`src/assert_macros.svh`:
```
// Assertion macros used by the top-level RTL file of the escape word unescaper.
`ifndef ASSERT_MACROS_SVH
`define ASSERT_MACROS_SVH

// Check that a property holds at every rising edge of aclk outside reset.
`define EWU_ASSERT(label, prop, msg) \
    label: assert property (@(posedge aclk) disable iff (!aresetn) (prop)) \
        else $error(msg);

// Check that a condition is never true at a rising edge of aclk outside reset.
`define EWU_NEVER(label, cond, msg) \
    label: assert property (@(posedge aclk) disable iff (!aresetn) !(cond)) \
        else $error(msg);

`endif

```
`src/ewu_pkg.sv`:
```
// Package with types, constants and word tables of the escape word unescaper.
`timescale 1ns / 1ps

package ewu_pkg;

    // Character codes.
    localparam logic [7:0] BACKSLASH_CHAR = 8'h5C;
    localparam logic [7:0] LINEFEED_CHAR  = 8'h0A;
    localparam logic [7:0] DQUOTE_CHAR    = 8'h22;
    localparam logic [7:0] LETTER_N       = 8'h6E;
    localparam logic [7:0] LETTER_Q       = 8'h71;

    // Word lengths.
    localparam logic [2:0] NEWLINE_LEN = 3'd7;
    localparam logic [2:0] QUOTE_LEN   = 3'd5;

    // Default depth of the request queue between front and back.
    localparam int QUEUE_DEPTH = 4;

    // Which escape word is being matched.
    typedef enum logic {
        WORD_NEWLINE = 1'b0,
        WORD_QUOTE   = 1'b1
    } word_sel_t;

    // One classified input request: a flush of a broken escape, an optional
    // single byte, and an optional flush at end of text.
    typedef struct packed {
        logic [3:0] a_len;      // backslash plus matched letters, 0 if none
        word_sel_t  a_sel;
        logic       b_valid;    // single byte present
        logic [7:0] b_char;
        word_sel_t  c_sel;      // word of the end-of-text flush
        logic [2:0] last_idx;   // index of the last result of this request
        logic       text_end;
    } cmd_t;

    // Match state of the front, seen by checks at the top level.
    typedef struct packed {
        logic       pending;
        word_sel_t  sel;
        logic [2:0] count;
    } front_stat_t;

    // Number of letters in the selected word.
    function automatic logic [2:0] word_len(input word_sel_t sel);
        logic [2:0] len;
        len = (sel == WORD_QUOTE) ? QUOTE_LEN : NEWLINE_LEN;
        return len;
    endfunction

    // Letter at a position of the selected word.
    function automatic logic [7:0] word_char(input word_sel_t sel, input logic [2:0] idx);
        logic [7:0] ch;
        ch = 8'h00;
        if (sel == WORD_QUOTE) begin
            unique case (idx)
                3'd0:    ch = 8'h71;  // q
                3'd1:    ch = 8'h75;  // u
                3'd2:    ch = 8'h6F;  // o
                3'd3:    ch = 8'h74;  // t
                3'd4:    ch = 8'h65;  // e
                default: ch = 8'h00;
            endcase
        end else begin
            unique case (idx)
                3'd0:    ch = 8'h6E;  // n
                3'd1:    ch = 8'h65;  // e
                3'd2:    ch = 8'h77;  // w
                3'd3:    ch = 8'h6C;  // l
                3'd4:    ch = 8'h69;  // i
                3'd5:    ch = 8'h6E;  // n
                3'd6:    ch = 8'h65;  // e
                default: ch = 8'h00;
            endcase
        end
        return ch;
    endfunction

    // Matched letters that can be replayed, limited to the word length.
    function automatic logic [2:0] clamp_count(input word_sel_t sel, input logic [2:0] count);
        logic [2:0] len;
        len = word_len(sel);
        return (count > len) ? len : count;
    endfunction

endpackage

```
`src/ewu_front.sv`:
```
// Front part: tracks the escape match state and classifies each input byte.
`timescale 1ns / 1ps

module ewu_front (
    input  logic                 aclk,
    input  logic                 aresetn,
    input  logic                 accept,
    input  logic [7:0]           in_char,
    input  logic                 end_of_text,
    output ewu_pkg::cmd_t        cmd,
    output logic                 cmd_nonempty,
    output ewu_pkg::front_stat_t stat
);

    logic                pending_reg, pending_next;
    ewu_pkg::word_sel_t  sel_reg, sel_next;
    logic [2:0]          count_reg, count_next;

    logic                consumed;
    logic [2:0]          len;
    logic [3:0]          a_len;
    logic [3:0]          c_len;
    ewu_pkg::word_sel_t  c_sel;
    logic                b_valid;
    logic [7:0]          b_char;
    logic [3:0]          total;

    // Match the byte against the pending escape, then handle it from idle.
    always_comb begin
        pending_next = pending_reg;
        sel_next     = sel_reg;
        count_next   = count_reg;
        consumed     = 1'b0;
        a_len        = 4'd0;
        c_len        = 4'd0;
        c_sel        = ewu_pkg::WORD_NEWLINE;
        b_valid      = 1'b0;
        b_char       = in_char;
        len          = ewu_pkg::word_len(sel_reg);

        if (pending_reg) begin
            if (count_reg == 3'd0) begin
                if (in_char == ewu_pkg::LETTER_N) begin
                    consumed   = 1'b1;
                    sel_next   = ewu_pkg::WORD_NEWLINE;
                    count_next = 3'd1;
                end else if (in_char == ewu_pkg::LETTER_Q) begin
                    consumed   = 1'b1;
                    sel_next   = ewu_pkg::WORD_QUOTE;
                    count_next = 3'd1;
                end
            end else if (count_reg < len
                         && in_char == ewu_pkg::word_char(sel_reg, count_reg)) begin
                consumed = 1'b1;
                if (count_reg + 3'd1 == len) begin
                    // Word complete: emit the decoded byte and go idle.
                    b_valid      = 1'b1;
                    b_char       = (sel_reg == ewu_pkg::WORD_QUOTE) ?
                                   ewu_pkg::DQUOTE_CHAR : ewu_pkg::LINEFEED_CHAR;
                    pending_next = 1'b0;
                    sel_next     = ewu_pkg::WORD_NEWLINE;
                    count_next   = 3'd0;
                end else begin
                    count_next = count_reg + 3'd1;
                end
            end
            if (!consumed) begin
                // Mismatch: replay the backslash and the matched letters.
                a_len        = 4'd1 + {1'b0, ewu_pkg::clamp_count(sel_reg, count_reg)};
                pending_next = 1'b0;
                sel_next     = ewu_pkg::WORD_NEWLINE;
                count_next   = 3'd0;
            end
        end

        if (!consumed) begin
            if (in_char == ewu_pkg::BACKSLASH_CHAR) begin
                pending_next = 1'b1;
                sel_next     = ewu_pkg::WORD_NEWLINE;
                count_next   = 3'd0;
            end else begin
                b_valid = 1'b1;
                b_char  = in_char;
            end
        end

        // End of text flushes whatever escape is still open.
        if (end_of_text && pending_next) begin
            c_len        = 4'd1 + {1'b0, ewu_pkg::clamp_count(sel_next, count_next)};
            c_sel        = sel_next;
            pending_next = 1'b0;
            sel_next     = ewu_pkg::WORD_NEWLINE;
            count_next   = 3'd0;
        end

        total = a_len + {3'd0, b_valid} + c_len;
    end

    // Assemble the request for the back part.
    always_comb begin
        cmd.a_len    = a_len;
        cmd.a_sel    = sel_reg;
        cmd.b_valid  = b_valid;
        cmd.b_char   = b_char;
        cmd.c_sel    = c_sel;
        cmd.last_idx = 3'(total - 4'd1);
        cmd.text_end = end_of_text;
        cmd_nonempty = (total != 4'd0);
        stat.pending = pending_reg;
        stat.sel     = sel_reg;
        stat.count   = count_reg;
    end

    // Match state advances on every accepted byte.
    always_ff @(posedge aclk) begin
        if (!aresetn) begin
            pending_reg <= 1'b0;
            sel_reg     <= ewu_pkg::WORD_NEWLINE;
            count_reg   <= 3'd0;
        end else if (accept) begin
            pending_reg <= pending_next;
            sel_reg     <= sel_next;
            count_reg   <= count_next;
        end
    end

endmodule

```
`src/ewu_queue.sv`:
```
// Short request queue between the front and back parts.
`timescale 1ns / 1ps

module ewu_queue #(
    parameter int DEPTH = ewu_pkg::QUEUE_DEPTH
) (
    input  logic          aclk,
    input  logic          aresetn,
    input  logic          push,
    input  ewu_pkg::cmd_t push_cmd,
    input  logic          pop,
    output ewu_pkg::cmd_t head_cmd,
    output logic          head_valid,
    output logic          full
);

    localparam int PTR_W = (DEPTH > 1) ? $clog2(DEPTH) : 1;
    localparam int CNT_W = $clog2(DEPTH + 1);

    ewu_pkg::cmd_t      entries [DEPTH];
    logic [PTR_W-1:0]   wr_ptr_reg, wr_ptr_next;
    logic [PTR_W-1:0]   rd_ptr_reg, rd_ptr_next;
    logic [CNT_W-1:0]   count_reg, count_next;
    logic               do_push;
    logic               do_pop;

    assign head_valid = (count_reg != '0);
    assign full       = (count_reg == CNT_W'(DEPTH));
    assign head_cmd   = entries[rd_ptr_reg];
    assign do_push    = push && !full;
    assign do_pop     = pop && head_valid;

    // Pointer and fill count update with wraparound at the depth.
    always_comb begin
        wr_ptr_next = wr_ptr_reg;
        rd_ptr_next = rd_ptr_reg;
        count_next  = count_reg;
        if (do_push) begin
            wr_ptr_next = (wr_ptr_reg == PTR_W'(DEPTH - 1)) ? '0 : wr_ptr_reg + PTR_W'(1);
        end
        if (do_pop) begin
            rd_ptr_next = (rd_ptr_reg == PTR_W'(DEPTH - 1)) ? '0 : rd_ptr_reg + PTR_W'(1);
        end
        if (do_push && !do_pop) begin
            count_next = count_reg + CNT_W'(1);
        end else if (do_pop && !do_push) begin
            count_next = count_reg - CNT_W'(1);
        end
    end

    always_ff @(posedge aclk) begin
        if (!aresetn) begin
            wr_ptr_reg <= '0;
            rd_ptr_reg <= '0;
            count_reg  <= '0;
        end else begin
            wr_ptr_reg <= wr_ptr_next;
            rd_ptr_reg <= rd_ptr_next;
            count_reg  <= count_next;
        end
    end

    // Entry storage needs no reset.
    always_ff @(posedge aclk) begin
        if (do_push) begin
            entries[wr_ptr_reg] <= push_cmd;
        end
    end

endmodule

```
`src/ewu_back.sv`:
```
// Back part: expands each queued request into result bytes, one per cycle unless the receiver stalls.
`timescale 1ns / 1ps

module ewu_back (
    input  logic          aclk,
    input  logic          aresetn,
    input  ewu_pkg::cmd_t head_cmd,
    input  logic          head_valid,
    output logic          pop,
    output logic          m_valid,
    input  logic          m_ready,
    output logic [7:0]    m_out_char,
    output logic          m_text_end,
    output logic          m_run_last
);

    logic [2:0] pos_reg, pos_next;
    logic       out_valid_reg, out_valid_next;
    logic [7:0] out_char_reg;
    logic       text_end_reg;
    logic       run_last_reg;

    logic       load;
    logic       step;
    logic       last;
    logic [3:0] pos_w;
    logic [3:0] c_idx;
    logic [7:0] byte_sel;

    assign load = !out_valid_reg || m_ready;
    assign step = load && head_valid;
    assign last = (pos_reg == head_cmd.last_idx);
    assign pop  = step && last;
    assign pos_w = {1'b0, pos_reg};
    assign c_idx = pos_w - head_cmd.a_len - {3'd0, head_cmd.b_valid};

    // Pick the byte at the current position of the request.
    always_comb begin
        if (pos_w < head_cmd.a_len) begin
            byte_sel = (pos_reg == 3'd0) ? ewu_pkg::BACKSLASH_CHAR
                     : ewu_pkg::word_char(head_cmd.a_sel, pos_reg - 3'd1);
        end else if (head_cmd.b_valid && pos_w == head_cmd.a_len) begin
            byte_sel = head_cmd.b_char;
        end else begin
            byte_sel = (c_idx == 4'd0) ? ewu_pkg::BACKSLASH_CHAR
                     : ewu_pkg::word_char(head_cmd.c_sel, c_idx[2:0] - 3'd1);
        end
    end

    always_comb begin
        pos_next       = pos_reg;
        out_valid_next = out_valid_reg;
        if (load) begin
            out_valid_next = head_valid;
        end
        if (step) begin
            pos_next = last ? 3'd0 : pos_reg + 3'd1;
        end
    end

    always_ff @(posedge aclk) begin
        if (!aresetn) begin
            pos_reg       <= 3'd0;
            out_valid_reg <= 1'b0;
        end else begin
            pos_reg       <= pos_next;
            out_valid_reg <= out_valid_next;
        end
    end

    // Output register payload.
    always_ff @(posedge aclk) begin
        if (step) begin
            out_char_reg <= byte_sel;
            run_last_reg <= last;
            text_end_reg <= last && head_cmd.text_end;
        end
    end

    assign m_valid    = out_valid_reg;
    assign m_out_char = out_char_reg;
    assign m_text_end = text_end_reg;
    assign m_run_last = run_last_reg;

endmodule

```
`src/escape_word_unescaper.sv`:
```
// Escape word unescaper: a backslash followed by "newline" or "quote" becomes
// a line feed or a double quote; the input takes one byte per cycle while the
// request queue has room, and every byte that produces no output (letters of
// an escape in progress) pushes no request. A byte that produces k results
// (up to eight, after a broken escape or at end of text) holds the output
// sequencer for all k, one result per cycle while the receiver accepts; the
// four-entry request queue between the classifier and the sequencer absorbs
// such bursts, so the input stalls only when long flushes follow each other
// closely or when the receiver holds off long enough to fill the queue.
`timescale 1ns / 1ps
`include "assert_macros.svh"

module escape_word_unescaper #(
    parameter int QUEUE_DEPTH = ewu_pkg::QUEUE_DEPTH
) (
    input  logic       aclk,
    input  logic       aresetn,
    input  logic       s_valid,
    output logic       s_ready,
    input  logic [7:0] s_in_char,
    input  logic       s_end_of_text,
    output logic       m_valid,
    input  logic       m_ready,
    output logic [7:0] m_out_char,
    output logic       m_text_end,
    output logic       m_run_last
);

    ewu_pkg::cmd_t        front_cmd;
    ewu_pkg::cmd_t        head_cmd;
    ewu_pkg::front_stat_t front_stat;
    logic                 cmd_nonempty;
    logic                 accept;
    logic                 q_full;
    logic                 head_valid;
    logic                 pop;

    assign s_ready = !q_full;
    assign accept  = s_valid && s_ready;

    ewu_front u_front (
        .aclk         (aclk),
        .aresetn      (aresetn),
        .accept       (accept),
        .in_char      (s_in_char),
        .end_of_text  (s_end_of_text),
        .cmd          (front_cmd),
        .cmd_nonempty (cmd_nonempty),
        .stat         (front_stat)
    );

    ewu_queue #(
        .DEPTH (QUEUE_DEPTH)
    ) u_queue (
        .aclk       (aclk),
        .aresetn    (aresetn),
        .push       (accept && cmd_nonempty),
        .push_cmd   (front_cmd),
        .pop        (pop),
        .head_cmd   (head_cmd),
        .head_valid (head_valid),
        .full       (q_full)
    );

    ewu_back u_back (
        .aclk       (aclk),
        .aresetn    (aresetn),
        .head_cmd   (head_cmd),
        .head_valid (head_valid),
        .pop        (pop),
        .m_valid    (m_valid),
        .m_ready    (m_ready),
        .m_out_char (m_out_char),
        .m_text_end (m_text_end),
        .m_run_last (m_run_last)
    );

    // The end-of-text marker only ever rides on the last result of a request.
    `EWU_ASSERT(a_text_end_is_last, (m_valid && m_text_end) |-> m_run_last, "text_end without run_last")

    // After the final byte of a text the front holds no open escape.
    `EWU_ASSERT(a_idle_after_end, (accept && s_end_of_text) |=> !front_stat.pending, "escape left open after end of text")

    // A pending match never runs past the length of its word.
    `EWU_ASSERT(a_count_in_word, front_stat.pending |-> (front_stat.count < ewu_pkg::word_len(front_stat.sel)), "matched count beyond word length")

    // The final byte of a text always produces at least one result.
    `EWU_NEVER(a_push_nonempty, accept && !cmd_nonempty && s_end_of_text, "end of text produced no result")

endmodule

```
`config.mk`:
```
export PLATFORM = sky130hd
export DESIGN_NAME = escape_word_unescaper
export DESIGN_NICKNAME = d
export VERILOG_FILES = /design/src/ewu_pkg.sv /design/src/ewu_front.sv /design/src/ewu_queue.sv /design/src/ewu_back.sv /design/src/escape_word_unescaper.sv
export VERILOG_INCLUDE_DIRS = /design/src /design/src/src
export SDC_FILE = /design/constraint.sdc
export NUM_CORES = 1
export LEC_CHECK = 0
export ABC_AREA = 1
export BUFFER_PORTS_ARGS = -buffer_cell sky130_fd_sc_hd__buf_2
export CORE_MARGIN = 1.5
export CORE_UTILIZATION = 60
export CTS_BUF_LIST = sky130_fd_sc_hd__clkbuf_8
export DETAILED_ROUTE_END_ITERATION = 16
export PLACE_DENSITY = 0.78
export SLEW_MARGIN = 20
export SYNTH_ARGS = -nofsm -noshare
export SYNTH_HDL_FRONTEND = slang
export SYNTH_SLANG_ARGS = --single-unit
```
`constraint.sdc`:
```
create_clock -name aclk -period 10.25 [get_ports aclk]
set_input_delay 1.025 -clock aclk [delete_from_list [all_inputs] [get_ports aclk]]
set_output_delay 1.025 -clock aclk [all_outputs]
set_load 0.02 [all_outputs]
```
==> impl_metrics.json <==
{
  "status": "finished clean",
  "combPwrFrac_pct": 47.9,
  "cp-end-kind": "flop",
  "clk_pin_slew_ns": 0.09,
  "finalHoldViolCount": 0,
  "antenna_left": 0,
  "fp-row-count": 36,
  "crit_top_cell": "nand2_1",
  "finClkSkew_ns": 0.0145,
  "irDropWorstVdd_uv": 122,
  "power_density_nw_per_um2": 249,
  "vias": 4587,
  "globalplace.congestion": 0.904,
  "yosysMostFrequentCell": "nand2_1",
  "drive_gt1_share_pct": 11.1,
  "cp_max_fo": 17,
  "crit_type": "reg2reg",
  "switching_power_uw": 683,
  "grt_overflow": 0,
  "synth-seq-cells": 104,
  "antenna_found_initial": 0,
  "area_growth_pct": 7.66,
  "largest_register_ffs": 76,
  "ys_types": 48,
  "drc_errors": 0,
  "p_total_mw": 1.59,
  "yosysTopAreaCellShare_pct": 43.4,
  "min_path_type": "reg2reg",
  "critPathMaxStageDelay_ns": 0.71,
  "numCtsBuffers": 9,
  "drtPass1Iterations": 5,
  "io_buffer_count": 24,
  "yosysTopAreaCell": "edfxtp_1",
  "slew_violations": 0,
  "cts_setup_buffers": 0,
  "cap_violations": 0,
  "synth_ff_type": "edfxtp_1",
  "power_leakage_nw": 2.77,
  "grt_pass1_vias": 4216,
  "cts.path.max_buffers": 2,
  "crit_slowest_cell": "dfxtp_1",
  "holdBufCountCts": 0,
  "grt_setup_unrepaired": "false",
  "syn_area_sq_um": 5950,
  "wirelength_um": 12300,
  "crit_path_start_kind": "flop",
  "root_buffer": "clkbuf_8",
  "instances_no_fill": 826,
  "clk_latency_ns": 0.37,
  "p_sw_share_pct": 42.9,
  "cts_htree_levels": 3,
  "dpl.cell_count": 810,
  "vias_per_cell": 5.55,
  "cp.required_ns": 10.54,
  "fin_crit_sh_pct": 58.0,
  "synth_edf_count": 86,
  "worst_pin_slew_ns": 0.969,
  "avgSynthCellArea_sq_um": 8.99,
  "nFillCells": 770,
  "syn_inst": 662,
  "antenna_cells": 0,
  "synthTopCellsByCount": "nand2_1 (127), inv_1 (88), edfxtp_1 (86)",
  "cts.sinks": 104,
  "final_nets": 739,
  "setup_ws_ns": 4.31,
  "die_h_um": 103,
  "seq_area_sq_um": 2940,
  "die-area_sq_um": 10500,
  "grtUsageTotal_pct": 24.6,
  "synth_area_leaders": "edfxtp_1 (43%), nand2_1 (8.0%), ha_1 (6.9%)",
  "drtIter0Drc": 355,
  "wire_per_inst_um": 14.9,
  "cts_tree": "yes",
  "fin_crit_ns": 5.94,
  "crit_arrival_ns": 6.24,
  "slew_headroom_pct": 35.0,
  "pwr-share-clk_pct": 15.9,
  "grt_pass1_wl_um": 19800,
  "synthArstFlopShare_pct": 0,
  "ys_warn_count": 0,
  "grt_max_degree": 40,
  "fp.coreArea_sq_um": 9680,
  "dp_slack_ns": 4.42,
  "fin_util_pct": 66.1,
  "setup_viol": 0,
  "seqPwrFrac_pct": 36.2,
  "internal_power_uw": 909,
  "max_freq_mhz": 168,
  "post_cts_resize_count": 0,
  "largest_register": "u_queue.entries",
  "ioPinCount": 25,
  "hpwl_um": 8740,
  "seq_area_frac_synth_pct": 49.5,
  "fp.dieW_um": 103,
  "start_util_pct": 61.4,
  "synth_nets": 713,
  "setup-tns-final_ns": 0,
  "multiInputGateArea_sq_um": 2560
}
-- per-stage QoR --
step,instance area (sq um),hold WS [ns]
global placement,6210,0.475
CTS,6400,0.515
detailed placement,6210,0.498
finish,6400,0.516
global route,6400,0.561
floorplan,5950,0.459
-- routing by layer --
metal	GRT usage (%)	part of all wire (%)	up-vias
met4	8.32	1.3	0
met1	32.1	43	2124
met3	3.59	6.1	14
li1	-	-	2288
met5	0	0	-
met2	42.5	50	161
-- worst paths after layout --
path | startpoint | end | slack [ns] | cells after the start
worst max-delay path | u_front.sel_reg | u_queue.count_reg[2] | 4.31 | 40
worst min-delay path | u_queue.count_reg[2] | u_queue.count_reg[2] | 0.52 | 2
worst max register to register | u_front.sel_reg | u_queue.count_reg[2] | 4.31 | 40
worst min register to register | u_queue.count_reg[2] | u_queue.count_reg[2] | 0.52 | 2
-- cell families (layout without fill, tap and decap cells) --
family / after synthesis / in the layout / synth area share, %
AO/OA/AOI/OAI: 119 / 119 / 12.0
AND/OR/NAND/NOR: 280 / 280 / 21.1
adder cells (fa/ha/maj): 38 / 38 / 8.62
XOR/XNOR: 10 / 10 / 1.47
flip-flops: 104 / 104 / 49.5
buffers and inverters: 111 / 142 / 7.40
-- critical path, delay by kind of cell (launching register included) --
kind / cells / cell delay (ns)
buffers and inverters: 4 / 0.32
adders and majority gates: 6 / 1.59
and+or+nand+nor: 22 / 2.06
AOI/OAI and AO/OA: 7 / 1.04
DFF: 1 / 0.71
xor gates and xnor gates: 1 / 0.15
-- area by class of cell --
cell class	instances	share of cell area [%]
clock buffer	9	1.93
clock inverter	7	1.11
inverter	96	5.76
multi-input combinational	447	40.1
sequential	104	46.0
tap	133	2.60
timing repair buffer	30	2.58
-- power groups by stage --
stage / registers [mW] / clock network, mW / logic [mW]
after global routing: 0.587 / 0.271 / 0.851
final: 0.577 / 0.253 / 0.762
after detailed placement: 0.587 / 0 / 0.740
after global placement: 0.584 / 0 / 0.710
after floorplan: 0.606 / 0 / 0.533
after CTS: 0.577 / 0.256 / 0.747
-- cell usage in the layout, fill, tap and decap left out, drive strengths merged, types with 18 or more instances in the layout --
cell type  Yosys  final
nand2        138    138
edfxtp        86     86
nand3         39     39
inv           93     94
buf            7     30
a21oi         31     31
dfxtp         18     18
nor2          83     83
ha            33     33
o21ai         46     46
No activity file was read; power rests on OpenSTA's default activity.
